**config.mk**
```make
export PLATFORM = sky130hd
export DESIGN_NAME = lcsr_out_buf
export DESIGN_NICKNAME = d
export VERILOG_FILES = /design/src/hw/rtl/lcsr_out_buf.sv
export VERILOG_INCLUDE_DIRS = /design/src /design/src/hw/rtl
export SDC_FILE = /design/constraint.sdc
export NUM_CORES = 1
export LEC_CHECK = 0
export ABC_CLOCK_PERIOD_IN_PS = 4000
export BUFFER_PORTS_ARGS = -buffer_cell sky130_fd_sc_hd__clkbuf_2
export CAP_MARGIN = 30
export CORE_ASPECT_RATIO = 1.1
export CORE_MARGIN = 3
export CORE_UTILIZATION = 46
export DETAILED_ROUTE_END_ITERATION = 10
export PLACE_DENSITY_LB_ADDON = 0.05
export SLEW_MARGIN = 20
export SYNTH_ARGS = -nofsm -noshare
export SYNTH_HDL_FRONTEND = slang
export SYNTH_SLANG_ARGS = --single-unit
```
**constraint.sdc**
```tcl
create_clock -name clk -period 4 [get_ports clk]
set_input_delay 0.2 -clock clk [delete_from_list [all_inputs] [get_ports clk]]
set_output_delay 0.2 -clock clk [all_outputs]
set_load 0.05 [all_outputs]
```
**src/hw/rtl/assert_macros.svh**
```systemverilog
// Assertion helpers shared by the RTL; the including module provides clk and arst_n.
`ifndef ASSERT_MACROS_SVH
`define ASSERT_MACROS_SVH

`ifndef NO_ASSERTIONS

`define LCSR_ASSERT(lbl, prop, msg) \
	lbl: assert property (@(posedge clk) disable iff (!arst_n) (prop)) else $error(msg);

`define LCSR_ASSERT_NEXT(lbl, ante, cons, msg) \
	lbl: assert property (@(posedge clk) disable iff (!arst_n) (ante) |=> (cons)) \
		else $error(msg);

`else

`define LCSR_ASSERT(lbl, prop, msg)

`define LCSR_ASSERT_NEXT(lbl, ante, cons, msg)

`endif

`endif

```
**src/hw/rtl/lcsr_out_buf.sv**
```systemverilog
`default_nettype none

`include "assert_macros.svh"

// Output register plus one skid entry; the pipeline runs while the skid is empty.
module lcsr_out_buf (
	input  wire logic        clk,
	input  wire logic        arst_n,
	input  wire logic        in_valid,
	input  wire logic [63:0] in_data,
	input  wire logic        out_ready,
	output logic             en,
	output logic             out_valid,
	output logic [63:0]      out_data
);

	logic        out_v_q, skid_v_q;
	logic [63:0] out_d_q, skid_d_q;
	logic        out_free;

	assign en       = !skid_v_q;
	assign out_free = !out_v_q || out_ready;

	always_ff @(posedge clk or negedge arst_n) begin
		if (!arst_n) begin
			out_v_q  <= 1'b0;
			skid_v_q <= 1'b0;
		end else if (!skid_v_q) begin
			if (out_free) begin
				out_v_q <= in_valid;
			end else if (in_valid) begin
				skid_v_q <= 1'b1;
			end
		end else if (out_ready) begin
			out_v_q  <= 1'b1;
			skid_v_q <= 1'b0;
		end
	end

	always_ff @(posedge clk) begin
		if (!skid_v_q) begin
			if (out_free) begin
				out_d_q <= in_data;
			end else begin
				skid_d_q <= in_data;
			end
		end else if (out_ready) begin
			out_d_q <= skid_d_q;
		end
	end

	assign out_valid = out_v_q;
	assign out_data  = out_d_q;

	`LCSR_ASSERT(a_skid_needs_out, !skid_v_q || out_v_q, "skid holds data with empty output")
	`LCSR_ASSERT_NEXT(a_skid_catch, out_v_q && !out_ready && !skid_v_q && in_valid, skid_v_q && out_v_q, "stalled transaction not caught in skid")
	`LCSR_ASSERT_NEXT(a_skid_drain, skid_v_q && out_ready, !skid_v_q && out_v_q && out_d_q == $past(skid_d_q), "skid not drained into output")

endmodule

`default_nettype wire

```
* Yosys cells after proc, flatten, opt, wreduce, memory -nomap -nowiden
Index checks and enable logic that the tools add are counted.
W data, S select, Z words.
** Storage, ports and cells
- Register bits :: 130
- Bits of input ports :: 68
** Cells by class
- Mux-type cells :: 10
- Equal/unequal tests :: 1
- Bitwise logic cells :: 2
- Reductions and logical operators :: 6
** Operator list (number)
- $mux W64 :: 3
- $mux W1 :: 7
- $reduce_and A2 Y1 :: 2
- $logic_not A1 Y1 :: 2
- $ne A2 B2 Y1 const B :: 1
- $not A1 Y1 :: 2
- $reduce_bool A2 Y1 :: 1
- $logic_or A1 B1 Y1 :: 1

* Longest topological paths before layout
Gate-level depths: netlist (run 1).
- Depth after elaboration :: 4
- Gate-level depth with buffers :: 5
- Gate-level depth less buffers :: 2

* Least setup slack after synthesis (run 1)
No wires, ideal clock.
- Kind :: reg-to-reg
- From :: reg skid_v_q
- To :: reg out_d_q[0] (netlist: out_data[0]) (enable)
- Path buffers :: 3
- Slack :: -0.243 ns
- Stages on the path, launching flop included :: 5
- Data required time :: 3.500 ns
- Clock period less this slack :: 4.243 ns
- Arrival :: 3.744 ns
- Cells stage by stage :: dfrtp_1 > buf_6 > buf_6 > buf_6 > o21bai_1
** Between the ends
- Word-level cells in the longest chain between the ends :: 2
- Elaborated cells between the ends (all ways) :: 3
** RTL lines
- start, declared :: RTL line lcsr_out_buf.sv:17 : logic out_v_q, skid_v_q;
- start signal, assigned :: RTL line lcsr_out_buf.sv:27 : skid_v_q <= 1'b0;
- start signal, assigned :: RTL line lcsr_out_buf.sv:32 : skid_v_q <= 1'b1;
- start signal, assigned :: RTL line lcsr_out_buf.sv:36 : skid_v_q <= 1'b0;
- $ne A2 B2 Y1 (no line) or $reduce_bool A2 Y1 (tied branches)
- $reduce_and A2 Y1 (no line) (*)
- end signal, assigned :: RTL line lcsr_out_buf.sv:43 : out_d_q <= in_data;
- end signal, assigned :: RTL line lcsr_out_buf.sv:48 : out_d_q <= skid_d_q;
- end, declared :: RTL line lcsr_out_buf.sv:18 : logic [63:0] out_d_q, skid_d_q;
Mark *: on every way between the ends. The rest lies on a longest branch, timed or not.
A chain may end at the register's enable or synchronous reset.

* Final worst setup path (run 1)
- From :: reg skid_v_q
- To :: reg skid_d_q[8] (enable)
** Between the ends
- Word-level cells in the longest chain between the ends :: 2
** RTL lines
- $not A1 Y1 (no line)
- $reduce_and A2 Y1 (no line)
- end signal, assigned :: RTL line lcsr_out_buf.sv:45 : skid_d_q <= in_data;
- end, declared :: RTL line lcsr_out_buf.sv:18
Every way passes these cells.

==> flow_summary.toml, run 1 <==
[run_status]
run_status = "completed"

[floorplanning]
coreArea_um2 = 9937
chipHeight_um = 112.4
row_count = 38
number_of_top_level_pins = 134
total_die_area_um2 = 11550
die_x_um = 102.7
floorplan.initialDensity_pct = 47.66

[logic_synthesis]
synth_top_area_cell = "edfxtp_1"
synthesis.instances = 210
mappedNetlistArea_um2 = 4736
synth.avg_cell_area_um2 = 22.55
number_of_distinct_library_cells_after_synthesis = 13
synth.net_count = 278
syn_warnings = 0
synth-seq-area-share_pct = 82.22
post_synthesis_register_bit_count = 130
synth.top_cells.by_area = "edfxtp_1 81%, mux2_2 14%, mux2_4 1.6%"
synth.top_cell.area_share_pct = 81.16

[detailed_routing]
routed-via-count = 2658
detail_route.wirelength_mm = 8.906
vias_per_cell = 4.755
drt_pass1_iterations = 4
drc = 0
ant_nets = 0
wire_per_inst_um = 15.93
dr.first_iter.drc_count = 94

[cts]
clock_sink_count = 130
cts_setup_buffers = 0
max-clock-path-buffers = 2
cts-root-buf = "clkbuf_8"
tritoncts = "built"
post_cts.resized_instances = 0
post_cts_hold_buffer_count = 69
worst_skew_pair_latency_ps = 510
cts-htree-levels = 4
numCtsBuffers = 17
clkTransAtPathRegs_ps = 60

[sta]
worst_slew_pin_slew_ps = 581.1
setup_viol = 0
timing.max_slew.rel_slack_pct = 61.16
setup_total_negative_slack_ps = 0
final_period_minus_worst_setup_slack_ps = 2164
timing.final.max_slew_violations = 0
fin_skew_ps = 13.14
setup_repair_after_global_routing_missed_its_margin = "no"
min_period_over_period_pct = 54.09
final_hold_viol_count = 0
fmax_mhz = 462.2

[finish]
antenna-diode-count = 0
fin_nets = 495
layout-area-overhead-vs-synth_pct = 45.15
postLayoutCoreUtil_pct = 69.18
final_layout_size_suffix_gt1_share_pct = 53.08

[power]
static-leakage-power_nw = 2.706
comb_power_share_pct = 15.4
power_report.internal_total_w = 0.002849
seq_power_share_pct = 44.1
sw_frac_of_total_pct = 25.59
power_density_nw_per_um2 = 557.0
design_power_total_w = 0.003829
vdd_ir_drop_max_v = 0.0002914
power.switching_w = 0.0009801
clkPwrFrac_pct = 40.5

[worst_setup_path]
worst_r2r_path_depth = 3
crit_path_start_kind = "flip-flop"
endpoint_kind = "flip-flop"
critical_path.max_fanout = 53
crit_path_top_delay_cell = "dfrtp_4"
critical_path_arrival_ps = 2320
cpPeakStageDelay_ps = 590
path_cells = "buf_16 -> nor2_4 -> buf_4"
worstPathRequired_ps = 4160
setup.worst_path.class = "flip-flop to flip-flop"

[global_route]
grt_antenna_before_repair = 0
grt_start_max_net_pins = 70
grt_overflow = 0
grt_first_pass_wirelength_mm = 14.19
groute.usage.overall_pct = 16.50
first_global_vias = 2882

[placement]
gp_routability_congestion = 0.7349
dp.final_hpwl_mm = 5.377
port_buffers = 133

[job]
timing.max_cap.violations = 0

[worst_hold_path]
worstHoldPathCells = 2
holdCritPathClass = "input port to flip-flop"
## flip-flops by register name, indices dropped and copies added (netlist names)
| signal | flops |
|---|---|
| skid_d_q | 64 |
| skid_v_q | 1 |
| out_valid | 1 |
| out_data | 64 |
## cell usage in the layout, fill, tap and decap left out, types with 2 or more instances in the layout
master	Yosys	layout
clkbuf_2	0	133
edfxtp_1	128	128
dlygate4sd3_1	0	69
mux2_2	59	59
clkbuf_16	0	16
mux2_4	5	5
clkinv_4	0	5
bufinv_16	0	4
clkinvlp_4	0	2
buf_4	0	2
## Yosys cell counts
cell / count
mux2i_1: 1
nand2_1: 1
mux2_4: 5
o21bai_1: 1
dfrtp_1: 2
a21oi_1: 1
nand2b_1: 1
nor2_1: 2
buf_6: 3
edfxtp_1: 128
buf_2: 5
inv_1: 1
mux2_2: 59
## path summary, 6_finish.rpt
kind                       slack, ps                     end                    from
setup / recovery                1840   skid_d_q[8]$_DFFE_PP_      skid_v_q$_DFF_PN0_
min in group asynchronous        590      skid_v_q$_DFF_PN0_                  arst_n
hold reg to reg                  540  out_data[52]$_DFFE_PP_  skid_d_q[52]$_DFFE_PP_
setup reg to reg                1840   skid_d_q[8]$_DFFE_PP_      skid_v_q$_DFF_PN0_
hold / removal                   420  skid_d_q[53]$_DFFE_PP_             in_data[53]
max in group asynchronous       3270      skid_v_q$_DFF_PN0_                  arst_n
## through the flow
stage / area, um2 / hold WS [ps] / cells / setup WS, ps
detailed placement: 5550 / -12.15 / 458 / 1725
global route: 6874 / 396.9 / 559 / 1709
finish: 6874 / 422.2 / 559 / 1836
floorplan: 4740 / -95.59 / 210 / 30.59
global placement: 5550 / -14.21 / 458 / 1712
CTS: 6847 / 388.1 / 558 / 1730
## final cells by class
| type | instances | area (um2) |
|---|---|---|
| sequential | 130 | 3897 |
| fill | 658 | 3063 |
| timing repair buffer | 206 | 1419 |
| multi-input combinational | 71 | 798.3 |
| clock buffer | 18 | 417.9 |
| clock inverter | 13 | 187.7 |
| tap | 120 | 150.1 |
| inverter | 1 | 3.754 |
## worst max-delay path: cells and delay by family (launching register included)
family,cells,cell delay (ps)
flops,1,590
simple gates,1,490
buf+inv,2,700
## power by group through the flow
stage	clock, W	combinational (W)	sequential (W)
global placement	0	0.000515	0.00173
global route	0.00165	0.000624	0.00170
detailed placement	0	0.000517	0.00173
finish	0.00155	0.000590	0.00169
floorplan	0	0.000138	0.00197
CTS	0.00159	0.000572	0.00171
## metal layers
layer	vias up	GRT usage [%]	wire length (um)
met5	-	0	0
met2	85	26.83	4543
met3	6	6.774	528
met4	0	5.181	53
li1	1280	-	-
met1	1287	20.09	3782
## cell families (layout without fill, tap and decap cells)
family	count (synthesis)	after routing	synth area share, %
DFF	130	130	82.22
muxes	65	65	15.83
buffers and inverters	9	238	1.321
and+or+nand+nor	4	4	0.3699
AOI/OAI and AO/OA	2	2	0.2642
Power figures use the tool's default switching activity.
==> run 2: changes to the inputs <==
- ABC_CLOCK_PERIOD_IN_PS: 4000 -> 2000
- CORE_UTILIZATION: 46 -> 50
- clock period: 4 -> 2 ns (I/O delays scaled with it)
==> run 2 against run 1 <==
- hold slack worse by 110 ps
- first-iteration DRC count is 11% lower
- critical path depth stayed put
- sequential cell count stayed put
- combinational power is 100% higher
- sequential power is 99% higher
- setup slack worse by 1700 ps
- non-clock buffer count is 2 higher
- largest power group unchanged
==> flow_summary.toml, run 2 (same netlist as run 1, synthesis figures left out) <==
[run_status]
run_status = "completed"

[cts]
post_cts.resized_instances = 0
tritoncts = "built"
clkTransAtPathRegs_ps = 50
clock_sink_count = 130
max-clock-path-buffers = 2
cts-root-buf = "clkbuf_8"
cts-htree-levels = 4
numCtsBuffers = 17
worst_skew_pair_latency_ps = 500

[worst_setup_path]
cpPeakStageDelay_ps = 560
critical_path_arrival_ps = 1730
crit_path_start_kind = "flip-flop"
critical_path.max_fanout = 47
setup.worst_path.class = "flip-flop to output pin"
path_cells = "buf_12 -> inv_1 -> clkbuf_2"
crit_family = "buffers and inverters"
cp.buffers_inverters = 3
worstPathRequired_ps = 1900
endpoint_kind = "output pin"
crit_path_top_delay_cell = "dfrtp_4"

[finish]
final_layout_size_suffix_gt1_share_pct = 53.51
final_cell_mix = "133 x clkbuf_2, 128 x edfxtp_1, 69 x dlygate4sd3_1"
layout-area-overhead-vs-synth_pct = 45.87
final_cell_count_no_fill = 555
fill_cells = 538
mostFrequentLayoutCell = "clkbuf_2"
fin_nets = 497
antenna-diode-count = 0
multi_input_area_um2 = 798.3
sequential_cell_area_um2 = 3899

[sta]
final_period_minus_worst_setup_slack_ps = 1831
timing.max_slew.rel_slack_pct = 73.37
fmax_mhz = 546.0
final_hold_viol_count = 0
setup_repair_after_global_routing_missed_its_margin = "no"
setup_viol = 0
worst_slew_pin_slew_ps = 399.5
fin_skew_ps = 7.778
timing.final.max_slew_violations = 0
min_period_over_period_pct = 91.57

[placement]
port_buffers = 133
dpl.cell_count = 454
gp_routability_congestion = 0.7079
dp.final_hpwl_mm = 5.447

[detailed_routing]
ant_nets = 0
dr.first_iter.drc_count = 84
routed-via-count = 2689
detail_route.wirelength_mm = 9.027
vias_per_cell = 4.845
wire_per_inst_um = 16.26
drt_pass1_iterations = 4
drc = 0

[job]
timing.max_cap.violations = 0

[floorplanning]
floorplan.initialDensity_pct = 52.31
number_of_top_level_pins = 134
coreArea_um2 = 9054
chipHeight_um = 108.1
total_die_area_um2 = 10680
row_count = 36
die_x_um = 98.79

[power]
power_density_nw_per_um2 = 1120
vdd_ir_drop_max_v = 0.0007799
design_power_total_w = 0.007738
static-leakage-power_nw = 2.733

[global_route]
first_global_vias = 2881
grt_overflow = 0
grt_first_pass_wirelength_mm = 14.52
groute.usage.overall_pct = 17.86
grt_start_max_net_pins = 48
grt_antenna_before_repair = 0

[worst_hold_path]
holdCritPathClass = "input port to flip-flop"
run 2: cell count changes in the layout (fill, tap and decap cells not counted), sizes merged:
cell	before	now
buf	4	6
bufinv	4	5
clkinvlp	2	1
run 2: cell type report:
cell class,instances,area share (%)
multi-input combinational,71,11.56
tap,114,2.065
sequential,130,56.44
clock buffer,18,6.050
clock inverter,13,2.771
inverter,1,0.05434
timing repair buffer,208,21.07
run 2: timing repair:
| action | 4_1_cts | 5_1_grt |
|---|---|---|
| hold buffers | 69 | 0 |
| hold endpoints to repair | 132 | 0 |
| setup endpoints to repair | 0 | 1 |
| buffers inserted | 0 | 1 |
run 2: where the power goes:
part / internal (W) / switching (W)
Sequential: 0.00330 / 0.0000746
Clock: 0.00212 / 0.00104
Combinational: 0.000396 / 0.000806
run 2: path summary, 6_finish.rpt:
kind                                     endpoint  depth (start not counted)  slack [ps]              startpoint
min in group asynchronous      skid_v_q$_DFF_PN0_                          3         470                  arst_n
hold reg to reg            out_data[41]$_DFFE_PP_                          1         540  skid_d_q[41]$_DFFE_PP_
max in group asynchronous      skid_v_q$_DFF_PN0_                          3        1400                  arst_n
setup reg to reg               skid_v_q$_DFF_PN0_                          4         270      skid_v_q$_DFF_PN0_
hold / removal             skid_d_q[45]$_DFFE_PP_                          2         320             in_data[45]
setup / recovery                               en                          3         170      skid_v_q$_DFF_PN0_
run 2: worst reg2reg max path, delay by kind of cell, from the launching register on:
| family | cells | cell delay [ps] |
|---|---|---|
| AO/OA/AOI/OAI | 1 | 180 |
| flip-flops | 1 | 580 |
| AND/OR/NAND/NOR | 1 | 60 |
| buffers and inverters | 2 | 790 |
run 2: layer usage:
layer | part of all wire (%) | GRT usage, %
met1 | 41 | 21.67
met2 | 51 | 29.08
met3 | 6.1 | 6.065
met4 | 1.7 | 8.098
met5 | 0 | 0
run 2: stage by stage:
step,setup slack (ps),cell area [um2],setup TNS [ps],util [%],hold WS (ps)
global placement,372.1,5597,0,61.82,-113.3
CTS,41.03,6897,0,76.17,289.9
finish,168.5,6908,0,76.30,316.9
floorplan,-149.0,4760,-16250,-,-195.6
detailed placement,345.1,5597,0,61.82,-107.5
global route,89.26,6908,0,76.30,310.8
==> run 3: changes to the inputs <==
- ABC_CLOCK_PERIOD_IN_PS: 2000 -> 1600
- CORE_UTILIZATION: 50 -> 46
- clock period: 2 -> 1.6 ns (I/O delays scaled with it)
==> run 3 against run 2 <==
- non-clock buffer count increased by 3
- power increased by 27%
- sequential cell count unchanged
- via count increased by 2.5%
- routed wire length decreased by 0.49%
- clock skew decreased by 1.9 ps
- hold slack got worse by 9.6 ps
- global-route usage decreased by 1.4 points
- clock-buffer cell count unchanged
- combinational power increased by 28%
- critical endpoint unchanged
==> flow_summary.toml, run 3 (same netlist as run 1, synthesis figures left out) <==
[detailed_routing]
ant_nets = 0
dr.first_iter.drc_count = 86
drc = 0
drt_pass1_iterations = 4
vias_per_cell = 4.888
routed-via-count = 2757
detail_route.wirelength_mm = 8.983
wire_per_inst_um = 15.93

[sta]
final_hold_viol_count = 0
timing.max_slew.rel_slack_pct = 80.01
timing.final.max_slew_violations = 0
min_period_over_period_pct = 94.80
fmax_mhz = 659.3
worst_slew_pin_slew_ps = 301.1
setup_viol = 0
fin_skew_ps = 5.904
final_period_minus_worst_setup_slack_ps = 1517
setup_repair_after_global_routing_missed_its_margin = "no"

[finish]
postLayoutCellArea_um2 = 6995
fin_nets = 500
antenna-diode-count = 0
final_cell_count_no_fill = 564
final_layout_size_suffix_gt1_share_pct = 54.05
mostFrequentLayoutCell = "clkbuf_2"
final_cell_mix = "132 x clkbuf_2, 128 x edfxtp_1, 69 x dlygate4sd3_1"
layout-area-overhead-vs-synth_pct = 47.71
fill_cells = 644

[power]
design_power_total_w = 0.009791
static-leakage-power_nw = 2.757
vdd_ir_drop_max_v = 0.0009252
power_density_nw_per_um2 = 1400

[worst_setup_path]
crit_path_start_kind = "flip-flop"
endpoint_kind = "output pin"
critical_path.max_fanout = 9
worstPathRequired_ps = 1520
critical_path_arrival_ps = 1440
setup.worst_path.class = "flip-flop to output pin"

[cts]
tritoncts = "built"
clock_sink_count = 130
clkTransAtPathRegs_ps = 60
cts-htree-levels = 4
worst_skew_pair_latency_ps = 500
cts-root-buf = "clkbuf_8"
numCtsBuffers = 17
max-clock-path-buffers = 2

[floorplanning]
die_x_um = 102.7
coreArea_um2 = 9937
number_of_top_level_pins = 134
row_count = 38
chipHeight_um = 112.4
total_die_area_um2 = 11550
floorplan.initialDensity_pct = 47.66

[worst_hold_path]
holdCritPathClass = "input port to flip-flop"

[placement]
dp.final_hpwl_mm = 5.477
port_buffers = 133
dpl.cell_count = 463
gp_routability_congestion = 0.7273
postPlaceCellArea_um2 = 5664

[job]
timing.max_cap.violations = 0

[run_status]
run_status = "completed"

[global_route]
grt_overflow = 0
groute.usage.overall_pct = 16.45
grt_first_pass_wirelength_mm = 14.37
first_global_vias = 2911
grt_antenna_before_repair = 0
grt_start_max_net_pins = 35
-- run 3: through the flow --
stage	utilization, %	setup WS [ps]	setup TNS (ps)	hold slack (ps)
after floorplan	-	-549.0	-67450	-215.6
after global placement	57.00	221.3	0	-125.3
after detailed placement	57.00	193.2	0	-121.8
after CTS	70.36	62.48	0	278.4
after global routing	70.40	27.57	0	290.7
final	70.40	83.26	0	307.3
-- run 3: layout make-up --
class	instances	area, um2	share of cell area, %
clock inverters	13	209.0	2.987
clock buffers	18	417.9	5.974
well taps	120	150.1	2.146
repair buffers	211	1514	21.64
flip-flops and latches	130	3899	55.73
multi-input cells	71	802.0	11.46
inverters	1	3.754	0.05366
-- run 3: worst paths after layout --
| kind | from | endpoint | slack, ps | depth (start not counted) |
|---|---|---|---|---|
| setup / recovery | skid_v_q$_DFF_PN0_ | en | 80 | 3 |
| hold / removal | in_data[51] | skid_d_q[51]$_DFFE_PP_ | 310 | 2 |
| setup reg to reg | skid_v_q$_DFF_PN0_ | skid_v_q$_DFF_PN0_ | 80 | 4 |
| hold reg to reg | skid_d_q[28]$_DFFE_PP_ | out_data[28]$_DFFE_PP_ | 540 | 1 |
| max in group asynchronous | arst_n | skid_v_q$_DFF_PN0_ | 1000 | 3 |
| min in group asynchronous | arst_n | skid_v_q$_DFF_PN0_ | 450 | 3 |
-- run 3: repair_timing --
item                       4_1_cts  5_1_grt
buffers inserted                 1        0
hold buffers                    69        0
resized for setup                1        1
pin swaps                        0        0
setup endpoints to repair        1        1
hold endpoints to repair       132        0
-- run 3: layer usage --
metal / track usage [%] / wire length, um
met5: 0 / 0
met4: 6.390 / 164
met3: 5.158 / 489
met2: 26.23 / 4400
met1: 21.04 / 3929
-- run 3: critical path, cell delays in order (launching register included) --
cell and delay (ps):
dfrtp_4 470, buf_4 180, inv_1 60, clkbuf_4 220
-- run 3: power breakdown --
part	internal, W	switching [W]	total, W
registers	0.00412	0.0000845	0.00421
logic	0.000521	0.00102	0.00154
clock network	0.00268	0.00136	0.00405
total	0.00733	0.00246	0.00979
